<file path="config.mk">
export PLATFORM = sky130hd
export DESIGN_NAME = address_region_decoder
export DESIGN_NICKNAME = d
export VERILOG_FILES = /design/src/rtl/ard_pkg.sv /design/src/rtl/address_region_decoder.sv /design/src/rtl/ard_cell.sv
export SDC_FILE = /design/constraint.sdc
export NUM_CORES = 2
export LEC_CHECK = 0
export BUFFER_PORTS_ARGS = -buffer_cell sky130_fd_sc_hd__buf_2
export CAP_MARGIN = 0
export CORE_UTILIZATION = 55
export CTS_CLUSTER_SIZE = 24
export DETAILED_ROUTE_END_ITERATION = 7
export PLACE_DENSITY = 0.71
export SLEW_MARGIN = 15
export SYNTH_ARGS = -nofsm -noshare
export SYNTH_HDL_FRONTEND = slang
export SYNTH_SLANG_ARGS = --single-unit
</file>
<file path="constraint.sdc">
create_clock -name clk -period 9.8 [get_ports clk]
set_input_delay 0.98 -clock clk [delete_from_list [all_inputs] [get_ports clk]]
set_output_delay 0.98 -clock clk [all_outputs]
set_load 0.03 [all_outputs]
</file>
<file path="src/rtl/ard_pkg.sv">
// shared types and codes for the address region decoder
`timescale 1ns / 1ps

package ard_pkg;

    // default configuration
    localparam int REGION_SLOTS_DEF = 8;
    localparam int ADDRESS_BITS_DEF = 32;

    // command codes
    localparam logic CMD_LOOKUP = 1'b0;
    localparam logic CMD_ADD    = 1'b1;

    // result status codes
    typedef enum logic [2:0] {
        ST_HIT        = 3'd0,
        ST_MISS       = 3'd1,
        ST_ADDED      = 3'd2,
        ST_ZERO       = 3'd3,
        ST_OVERLAP    = 3'd4,
        ST_FULL       = 3'd5,
        ST_MISALIGNED = 3'd6
    } status_t;

    // control flags of the token that walks the cell chain
    typedef struct packed {
        logic active;     // token present at this point of the chain
        logic add;        // add transfer, else lookup
        logic settled;    // result fixed at entry (zero size or misaligned)
        logic overlap;    // add met a stored region
        logic free_found; // add found a free slot
        logic hit;        // lookup found its region
        logic hit_kind;   // kind of the region found
    } tok_ctrl_t;

endpackage

</file>
<file path="src/rtl/address_region_decoder.sv">
// top level of the address region decoder: entry stage, cell chain and result stage
`timescale 1ns / 1ps

// A command is taken when start is high and busy is low; busy then stays high
// while the command walks the chain of REGION_SLOTS cells, one cell per cycle,
// and the single result appears with done high for one cycle once it has passed
// the entry stage, the cell chain and the result stage. A new command may be
// given in the cycle that done is high. The result cannot be held
// off: capture it while done is high.
// An add writes its slot at the same edge that the result is registered.

module address_region_decoder
    import ard_pkg::*;
#(
    parameter int REGION_SLOTS = REGION_SLOTS_DEF,
    parameter int ADDRESS_BITS = ADDRESS_BITS_DEF
)
(
    input  logic        clk,
    input  logic        rst_n,
    input  logic        start,
    output logic        busy,
    input  logic        command,
    input  logic [31:0] address,
    input  logic [3:0]  access_bytes,
    input  logic [31:0] region_size,
    input  logic        region_kind,
    input  logic [7:0]  region_tag,
    output logic        done,
    output logic [2:0]  status,
    output logic [7:0]  found_tag,
    output logic        found_kind,
    output logic [31:0] offset
);

    localparam int AW = ADDRESS_BITS;
    localparam int N  = REGION_SLOTS;
    localparam int IW = (N > 1) ? $clog2(N) : 1;

    // chain links: index 0 is the entry stage, index N the last cell
    tok_ctrl_t       ch_ctrl [0:N];
    logic [AW-1:0]   ch_addr [0:N];
    logic [AW:0]     ch_lim  [0:N];
    logic [7:0]      ch_tag  [0:N];
    logic [31:0]     ch_off  [0:N];
    logic [IW-1:0]   ch_idx  [0:N];

    logic            accept;
    logic [AW-1:0]   addr_in;
    logic [AW-1:0]   size_in;
    logic            size_ok;
    logic            align_ok;

    logic            busy_reg, busy_next;
    tok_ctrl_t       entry_ctrl_reg, entry_ctrl_next;
    logic [AW-1:0]   entry_addr_reg;
    logic [AW:0]     entry_lim_reg, entry_lim_next;
    logic            item_kind_reg;
    logic [7:0]      item_tag_reg;

    logic            done_reg, done_next;
    status_t         status_reg, status_next;
    logic [7:0]      ftag_reg, ftag_next;
    logic            fkind_reg, fkind_next;
    logic [31:0]     off_reg, off_next;

    logic            wr_en;
    tok_ctrl_t       last;

    assign accept  = start && !busy_reg;
    assign addr_in = AW'(address);
    assign size_in = AW'(region_size);

    // access size and alignment check
    always_comb
    begin
        size_ok = 1'b0;
        case (access_bytes)
            4'd1, 4'd2, 4'd4, 4'd8: size_ok = 1'b1;
            default:                size_ok = 1'b0;
        endcase
        align_ok = size_ok && ((addr_in[3:0] & (access_bytes - 4'd1)) == 4'd0);
    end

    // entry stage: decode the command into a token
    always_comb
    begin
        entry_ctrl_next        = '0;
        entry_ctrl_next.active = accept;
        entry_ctrl_next.add    = (command == CMD_ADD);
        if (command == CMD_ADD)
        begin
            entry_ctrl_next.settled = (size_in == '0);
            entry_lim_next          = {1'b0, addr_in} + {1'b0, size_in};
        end
        else
        begin
            entry_ctrl_next.settled = !align_ok;
            entry_lim_next          = {1'b0, addr_in} + (AW+1)'(access_bytes);
        end
    end

    always_ff @(posedge clk or negedge rst_n)
    begin
        if (!rst_n)
        begin
            entry_ctrl_reg <= '0;
        end
        else
        begin
            entry_ctrl_reg <= entry_ctrl_next;
        end
    end

    always_ff @(posedge clk)
    begin
        if (accept)
        begin
            entry_addr_reg <= addr_in;
            entry_lim_reg  <= entry_lim_next;
            item_kind_reg  <= region_kind;
            item_tag_reg   <= region_tag;
        end
    end

    assign ch_ctrl[0] = entry_ctrl_reg;
    assign ch_addr[0] = entry_addr_reg;
    assign ch_lim[0]  = entry_lim_reg;
    assign ch_tag[0]  = 8'd0;
    assign ch_off[0]  = 32'd0;
    assign ch_idx[0]  = '0;

    // row of slot cells
    for (genvar i = 0; i < N; i++)
    begin : g_cell
        ard_cell #(
            .AW  (AW),
            .IW  (IW),
            .IDX (i)
        ) u_cell (
            .clk      (clk),
            .rst_n    (rst_n),
            .in_ctrl  (ch_ctrl[i]),
            .in_addr  (ch_addr[i]),
            .in_lim   (ch_lim[i]),
            .in_tag   (ch_tag[i]),
            .in_off   (ch_off[i]),
            .in_idx   (ch_idx[i]),
            .out_ctrl (ch_ctrl[i+1]),
            .out_addr (ch_addr[i+1]),
            .out_lim  (ch_lim[i+1]),
            .out_tag  (ch_tag[i+1]),
            .out_off  (ch_off[i+1]),
            .out_idx  (ch_idx[i+1]),
            .wr_en    (wr_en),
            .wr_idx   (ch_idx[N]),
            .wr_base  (ch_addr[N]),
            .wr_end   (ch_lim[N]),
            .wr_kind  (item_kind_reg),
            .wr_tag   (item_tag_reg)
        );
    end

    assign last = ch_ctrl[N];

    // commit a clean add into its free slot
    assign wr_en = last.active && last.add && !last.settled && !last.overlap && last.free_found;

    // result stage
    always_comb
    begin
        done_next   = last.active;
        status_next = ST_MISS;
        ftag_next   = 8'd0;
        fkind_next  = 1'b0;
        off_next    = 32'd0;
        if (last.add)
        begin
            if (last.settled)
            begin
                status_next = ST_ZERO;
            end
            else if (last.overlap)
            begin
                status_next = ST_OVERLAP;
            end
            else if (!last.free_found)
            begin
                status_next = ST_FULL;
            end
            else
            begin
                status_next = ST_ADDED;
            end
        end
        else if (last.settled)
        begin
            status_next = ST_MISALIGNED;
        end
        else if (last.hit)
        begin
            status_next = ST_HIT;
            ftag_next   = ch_tag[N];
            fkind_next  = last.hit_kind;
            off_next    = ch_off[N];
        end
    end

    // busy from transfer until the token leaves the chain
    always_comb
    begin
        busy_next = busy_reg;
        if (accept)
        begin
            busy_next = 1'b1;
        end
        else if (last.active)
        begin
            busy_next = 1'b0;
        end
    end

    always_ff @(posedge clk or negedge rst_n)
    begin
        if (!rst_n)
        begin
            busy_reg <= 1'b0;
            done_reg <= 1'b0;
        end
        else
        begin
            busy_reg <= busy_next;
            done_reg <= done_next;
        end
    end

    always_ff @(posedge clk)
    begin
        if (last.active)
        begin
            status_reg <= status_next;
            ftag_reg   <= ftag_next;
            fkind_reg  <= fkind_next;
            off_reg    <= off_next;
        end
    end

    assign busy       = busy_reg;
    assign done       = done_reg;
    assign status     = status_reg;
    assign found_tag  = ftag_reg;
    assign found_kind = fkind_reg;
    assign offset     = off_reg;

    // a result is never shown while a command is still in the chain
    a_done_idle: assert property (@(posedge clk) disable iff (!rst_n)
        done_reg |-> !busy_reg)
        else $error("result strobe while busy");

    // an accepted command keeps the block busy
    a_accept_busy: assert property (@(posedge clk) disable iff (!rst_n)
        accept |=> busy_reg && entry_ctrl_reg.active)
        else $error("accepted command did not enter the chain");

    // the token at the chain entry belongs to a command in flight
    a_entry_busy: assert property (@(posedge clk) disable iff (!rst_n)
        entry_ctrl_reg.active |-> busy_reg)
        else $error("token in chain while idle");

    // the slot written always lies inside the table
    a_wr_free: assert property (@(posedge clk) disable iff (!rst_n)
        wr_en |-> (ch_idx[N] <= IW'(N - 1)))
        else $error("slot write outside the table");

    // non-hit results carry zero fields
    a_miss_zero: assert property (@(posedge clk) disable iff (!rst_n)
        (done_reg && (status_reg != ST_HIT)) |->
            (ftag_reg == 8'd0) && !fkind_reg && (off_reg == 32'd0))
        else $error("non-hit result with nonzero fields");

endmodule

</file>
<file path="src/rtl/ard_cell.sv">
// one slot of the region table, checking the passing token against its region
`timescale 1ns / 1ps

module ard_cell
    import ard_pkg::*;
#(
    parameter int AW  = ADDRESS_BITS_DEF,
    parameter int IW  = 3,
    parameter int IDX = 0
)
(
    input  logic            clk,
    input  logic            rst_n,
    // token from the left neighbor
    input  tok_ctrl_t       in_ctrl,
    input  logic [AW-1:0]   in_addr,
    input  logic [AW:0]     in_lim,
    input  logic [7:0]      in_tag,
    input  logic [31:0]     in_off,
    input  logic [IW-1:0]   in_idx,
    // token to the right neighbor
    output tok_ctrl_t       out_ctrl,
    output logic [AW-1:0]   out_addr,
    output logic [AW:0]     out_lim,
    output logic [7:0]      out_tag,
    output logic [31:0]     out_off,
    output logic [IW-1:0]   out_idx,
    // slot write at the end of an accepted add
    input  logic            wr_en,
    input  logic [IW-1:0]   wr_idx,
    input  logic [AW-1:0]   wr_base,
    input  logic [AW:0]     wr_end,
    input  logic            wr_kind,
    input  logic [7:0]      wr_tag
);

    logic            valid_reg;
    logic [AW-1:0]   base_reg;
    logic [AW:0]     end_reg;
    logic            kind_reg;
    logic [7:0]      tag_reg;

    tok_ctrl_t       ctrl_reg, ctrl_next;
    logic [AW-1:0]   addr_reg;
    logic [AW:0]     lim_reg;
    logic [7:0]      otag_reg, otag_next;
    logic [31:0]     off_reg, off_next;
    logic [IW-1:0]   idx_reg, idx_next;

    logic            sel;

    assign sel = wr_en && (wr_idx == IW'(IDX));

    // slot valid bit
    always_ff @(posedge clk or negedge rst_n)
    begin
        if (!rst_n)
        begin
            valid_reg <= 1'b0;
        end
        else if (sel)
        begin
            valid_reg <= 1'b1;
        end
    end

    // slot contents
    always_ff @(posedge clk)
    begin
        if (sel)
        begin
            base_reg <= wr_base;
            end_reg  <= wr_end;
            kind_reg <= wr_kind;
            tag_reg  <= wr_tag;
        end
    end

    // compare the token against this slot
    always_comb
    begin
        ctrl_next = in_ctrl;
        otag_next = in_tag;
        off_next  = in_off;
        idx_next  = in_idx;
        if (in_ctrl.active && !in_ctrl.settled)
        begin
            if (in_ctrl.add)
            begin
                if (valid_reg && ({1'b0, in_addr} < end_reg) && ({1'b0, base_reg} < in_lim))
                begin
                    ctrl_next.overlap = 1'b1;
                end
                if (!valid_reg && !in_ctrl.free_found)
                begin
                    ctrl_next.free_found = 1'b1;
                    idx_next             = IW'(IDX);
                end
            end
            else if (valid_reg && !in_ctrl.hit && (in_addr >= base_reg) && (in_lim <= end_reg))
            begin
                ctrl_next.hit      = 1'b1;
                ctrl_next.hit_kind = kind_reg;
                otag_next          = tag_reg;
                off_next           = 32'(in_addr - base_reg);
            end
        end
    end

    // token control to the neighbor
    always_ff @(posedge clk or negedge rst_n)
    begin
        if (!rst_n)
        begin
            ctrl_reg <= '0;
        end
        else
        begin
            ctrl_reg <= ctrl_next;
        end
    end

    // token payload to the neighbor
    always_ff @(posedge clk)
    begin
        addr_reg <= in_addr;
        lim_reg  <= in_lim;
        otag_reg <= otag_next;
        off_reg  <= off_next;
        idx_reg  <= idx_next;
    end

    assign out_ctrl = ctrl_reg;
    assign out_addr = addr_reg;
    assign out_lim  = lim_reg;
    assign out_tag  = otag_reg;
    assign out_off  = off_reg;
    assign out_idx  = idx_reg;

endmodule

</file>
==> flow_summary_export.csv <==
group,metric,value,unit
setup_path,cp-end-kind,"register",
global_routing,grt.overflow.total,0,
clocking,cts.clk_slew.worst_paths,0.06,ns
timing,hold_viol,0,
clocking,hold_buffers,1,
clocking,clockBufferDepth,3,
setup_path,cp_data_arrival_time,5.51,ns
layout,multi_input_area,35300,um2
run_status,outcome,"finished, final reports clean",
global_routing,maximum_number_of_pins_on_one_net_before_global_route_repair,67,
global_routing,first_global_vias,53733,
power,power_per_cell_area,167,nW/um2
hold_path,hold-path-cell-count,1,
clocking,ctsHtreeMaxLevel,4,
setup_path,crit_buf_inv,3,
global_routing,grt_first_pass_wirelength,315000,um
synth,synth_warnings,0,
setup_path,critPathMaxFanout,43,
timing,worst_slew_pin_slew,1.17,ns
hold_path,hold_path_startpoint,"region_tag[7]",
synth,yosys_register_bits,1636,
detailed_routing,detailedRoute.firstPassIterationCount,6,
layout,final_net_count,8398,
timing,timing.setup.tns,0,ns
setup_path,reg2reg_from,"g_cell[4].u_cell.out_addr[0]$_DFF_P_",
detailed_routing,detail_route.drc_violations,0,
hold_path,min_to,"item_tag_reg[7]$_DFFE_PP_",
die,die-height,381,um
synth,synth-edff-count,710,
detailed_routing,wire_per_inst,22.5,um
place,placement.io_buffers,126,
detailed_routing,drt.antenna.violating_nets,0,
die,die_area,145000,um2
place,detailed_place_hpwl,169000,um
timing,max_freq,208,MHz
clocking,root_buffer,"sky130_fd_sc_hd__clkbuf_16",
place,dpl-instance-area,82000,um2
power,ir_drop,0.000168,V
place,place.gp.congestion,0.996,
timing,setup-violations-final,0,
setup_path,timing.critical_path.cells,"inv_1 -> ha_1 -> inv_1 -> fa_1 -> a21oi_1 -> o21bai_1 -> a2111oi_0 -> nor2_1 -> a21oi_1 -> and3_1 -> a211o_2 -> buf_4 -> mux2_2",
synth,synth_area,79100,um2
timing,post-route-min-period,4.80,ns
die,placeableCoreArea,142000,um2
synth,seq_area_frac_synth,50.8,%
timing,final-max-slew-violation-count,0,
clocking,clock_latency,0.82,ns
clocking,cts.repair.resized,0,
synth,count_of_mapped_cells_out_of_synthesis,7024,
clocking,cts_setup_buffers,0,
power,power,0.0147,W
layout,filler_cell_count,11291,
die,rows,138,
timing,timing.final.crit_share,49.0,%
die,initial_utilization,55.7,%
layout,non_filler_cells_in_the_finished_layout,9307,
global_routing,antenna_found_initial,7,
job,count_of_max_cap_constraint_violations,0,
detailed_routing,routed-via-count,53094,
setup_path,regToRegSetupSlack,5.00,ns
synth,synthFlopType,"sky130_fd_sc_hd__dfxtp_1",
setup_path,criticalPathCategory,"reg2reg",
setup_path,cpPeakStageDelay,0.92,ns
setup_path,startpoint_type,"register",
synth,synth_cell_type_count,93,
hold_path,min-delay-path-class,"in2reg",
detailed_routing,routed_wl,210000,um
layout,register_area,40200,um2
synth,synth_fp_nets,8166,
timing,setup_ws,5.00,ns
global_routing,grt_usage,28.8,%
clocking,cts_tree,"yes",
place,dp_slack,4.82,ns
place,placed_cells,8972,
layout,layout_commonest_cell,"sky130_fd_sc_hd__ha_1",
detailed_routing,dr.first_iter.drc_count,3818,
clocking,clock_sinks,1636,
die,ios,127,
synth,syn-mean-instance-area,11.3,um2
layout,mostFrequentLayoutCells,"1052 x sky130_fd_sc_hd__ha_1, 874 x sky130_fd_sc_hd__inv_1, 857 x sky130_fd_sc_hd__dfxtp_1, 710 x sky130_fd_sc_hd__edfxtp_1, 475 x sky130_fd_sc_hd__a21oi_1",
timing,clock_skew,0.0298,ns
timing,rsz0062_at_grt,"false",
setup_path,critical_path_s_top_delay_family,"compound AO/OA/AOI/OAI gates",
setup_path,worstReg2RegEnd,"g_cell[5].u_cell.out_off[1]$_DFF_P_",
setup_path,worst_path_max_delay_cell,"sky130_fd_sc_hd__a2111oi_0",
setup_path,cp_data_required_time,10.51,ns
clocking,cts_buffers,171,
synth,async_reset_ff_share,4.22,%
layout,final_cell_area,87900,um2
layout,drive_gt1_share,9.61,%
power,cellLeakagePower,39.8,nW
detailed_routing,avgViaCountPerCell,5.70,
die,die-width,381,um
setup_path,worstRegToRegCells,13,
timing,relSlewSlack,21.6,%
layout,area_delta_synth_final,11.1,%
metal layers:
metal  up-vias  GRT usage [%]  wire [um]
li1      25736              -          -
met1     25473           37.7      92100
met2      1446           47.0      97000
met3       439           3.29       9170
met4         0           15.0      11600
met5         -              0          0
through the flow:
step	util [%]	hold slack [ns]
finish	61.8	0.347
global route	61.8	0.301
CTS	61.8	0.286
floorplan	-	0.331
global placement	57.7	0.336
detailed placement	57.7	0.336
where the power goes:
| part | leakage (nW) | switching, W | internal, W |
|---|---|---|---|
| logic | 22.5 | 0.000371 | 0.000272 |
| registers | 14.4 | 0.000136 | 0.00719 |
| clock network | 2.89 | 0.00278 | 0.00391 |
| total | 39.8 | 0.00329 | 0.0114 |
synth_stat cells (69+ instances only):
library cell | count | area share, %
sky130_fd_sc_hd__a211oi_1 | 77 | 0.73
sky130_fd_sc_hd__a21o_1 | 295 | 2.8
sky130_fd_sc_hd__a21oi_1 | 477 | 3.0
sky130_fd_sc_hd__and2_1 | 88 | 0.70
sky130_fd_sc_hd__clkbuf_1 | 73 | 0.35
sky130_fd_sc_hd__dfrtp_1 | 69 | 2.2
sky130_fd_sc_hd__dfxtp_1 | 857 | 22
sky130_fd_sc_hd__edfxtp_1 | 710 | 27
sky130_fd_sc_hd__ha_1 | 1052 | 17
sky130_fd_sc_hd__inv_1 | 874 | 4.1
sky130_fd_sc_hd__mux2_2 | 172 | 2.4
sky130_fd_sc_hd__nand2_1 | 269 | 1.3
sky130_fd_sc_hd__nand2b_1 | 78 | 0.62
sky130_fd_sc_hd__nand3_1 | 93 | 0.59
sky130_fd_sc_hd__nand4_1 | 165 | 1.3
sky130_fd_sc_hd__nor2_1 | 261 | 1.2
sky130_fd_sc_hd__nor2b_1 | 81 | 0.64
sky130_fd_sc_hd__nor3_1 | 89 | 0.56
sky130_fd_sc_hd__o21a_1 | 74 | 0.70
sky130_fd_sc_hd__o21ai_0 | 314 | 2.0
sky130_fd_sc_hd__xnor2_1 | 139 | 1.5
sky130_fd_sc_hd__xor2_1 | 104 | 1.2
how the worst max path moves through the flow:
stage | from | end | slack, ns | cells past startpoint
3_3_place_gp | g_cell[0].u_cell.out_lim[18]$_DFF_P_ | g_cell[1].u_cell.out_off[1]$_DFF_P_ | 4.74 | 10
4_1_cts | g_cell[1].u_cell.end_reg[18]$_DFFE_PP_ | g_cell[1].u_cell.out_off[17]$_DFF_P_ | 5.04 | 11
2_1_floorplan | g_cell[7].u_cell.out_ctrl[6]$_DFF_PN0_ | g_cell[4].u_cell.valid_reg$_DFFE_PN0P_ | 2.42 | 3
3_5_place_dp | command | entry_lim_reg[29]$_DFFE_PP_ | 4.82 | 12
6_report | g_cell[4].u_cell.out_addr[0]$_DFF_P_ | g_cell[5].u_cell.out_off[1]$_DFF_P_ | 5.00 | 13
5_1_grt | g_cell[4].u_cell.out_addr[0]$_DFF_P_ | g_cell[5].u_cell.out_off[1]$_DFF_P_ | 4.77 | 13
kinds of logic after synthesis:
family | after synthesis | share of synthesized area (%)
muxes | 260 | 3.85
buffers and inverters | 973 | 4.73
adders and majority gates | 1061 | 16.9
AOI/OAI and AO/OA | 1559 | 12.6
DFF | 1636 | 50.8
and+or+nand+nor | 1292 | 8.43
xor gates and xnor gates | 243 | 2.69
cell type report:
cell class / instances / area share [%]
flip-flops and latches: 1636 / 45.7
multi-input cells: 4415 / 40.1
clock buffers: 239 / 5.64
inverters: 874 / 3.73
well taps: 1890 / 2.69
clock inverters: 84 / 1.05
repair buffers: 158 / 0.997
diodes: 11 / 0.0313
worst reg2reg max path, stage by stage (launching register included):
cell	delay (ns)
sky130_fd_sc_hd__dfxtp_1	0.31
sky130_fd_sc_hd__inv_1	0.08
sky130_fd_sc_hd__ha_1	0.17
sky130_fd_sc_hd__inv_1	0.05
sky130_fd_sc_hd__fa_1	0.40
sky130_fd_sc_hd__a21oi_1	0.24
sky130_fd_sc_hd__o21bai_1	0.14
sky130_fd_sc_hd__a2111oi_0	0.93
sky130_fd_sc_hd__nor2_1	0.19
sky130_fd_sc_hd__a21oi_1	0.53
sky130_fd_sc_hd__and3_1	0.25
sky130_fd_sc_hd__a211o_2	0.54
sky130_fd_sc_hd__buf_4	0.47
sky130_fd_sc_hd__mux2_2	0.41
(Power assumes the default switching activity.)
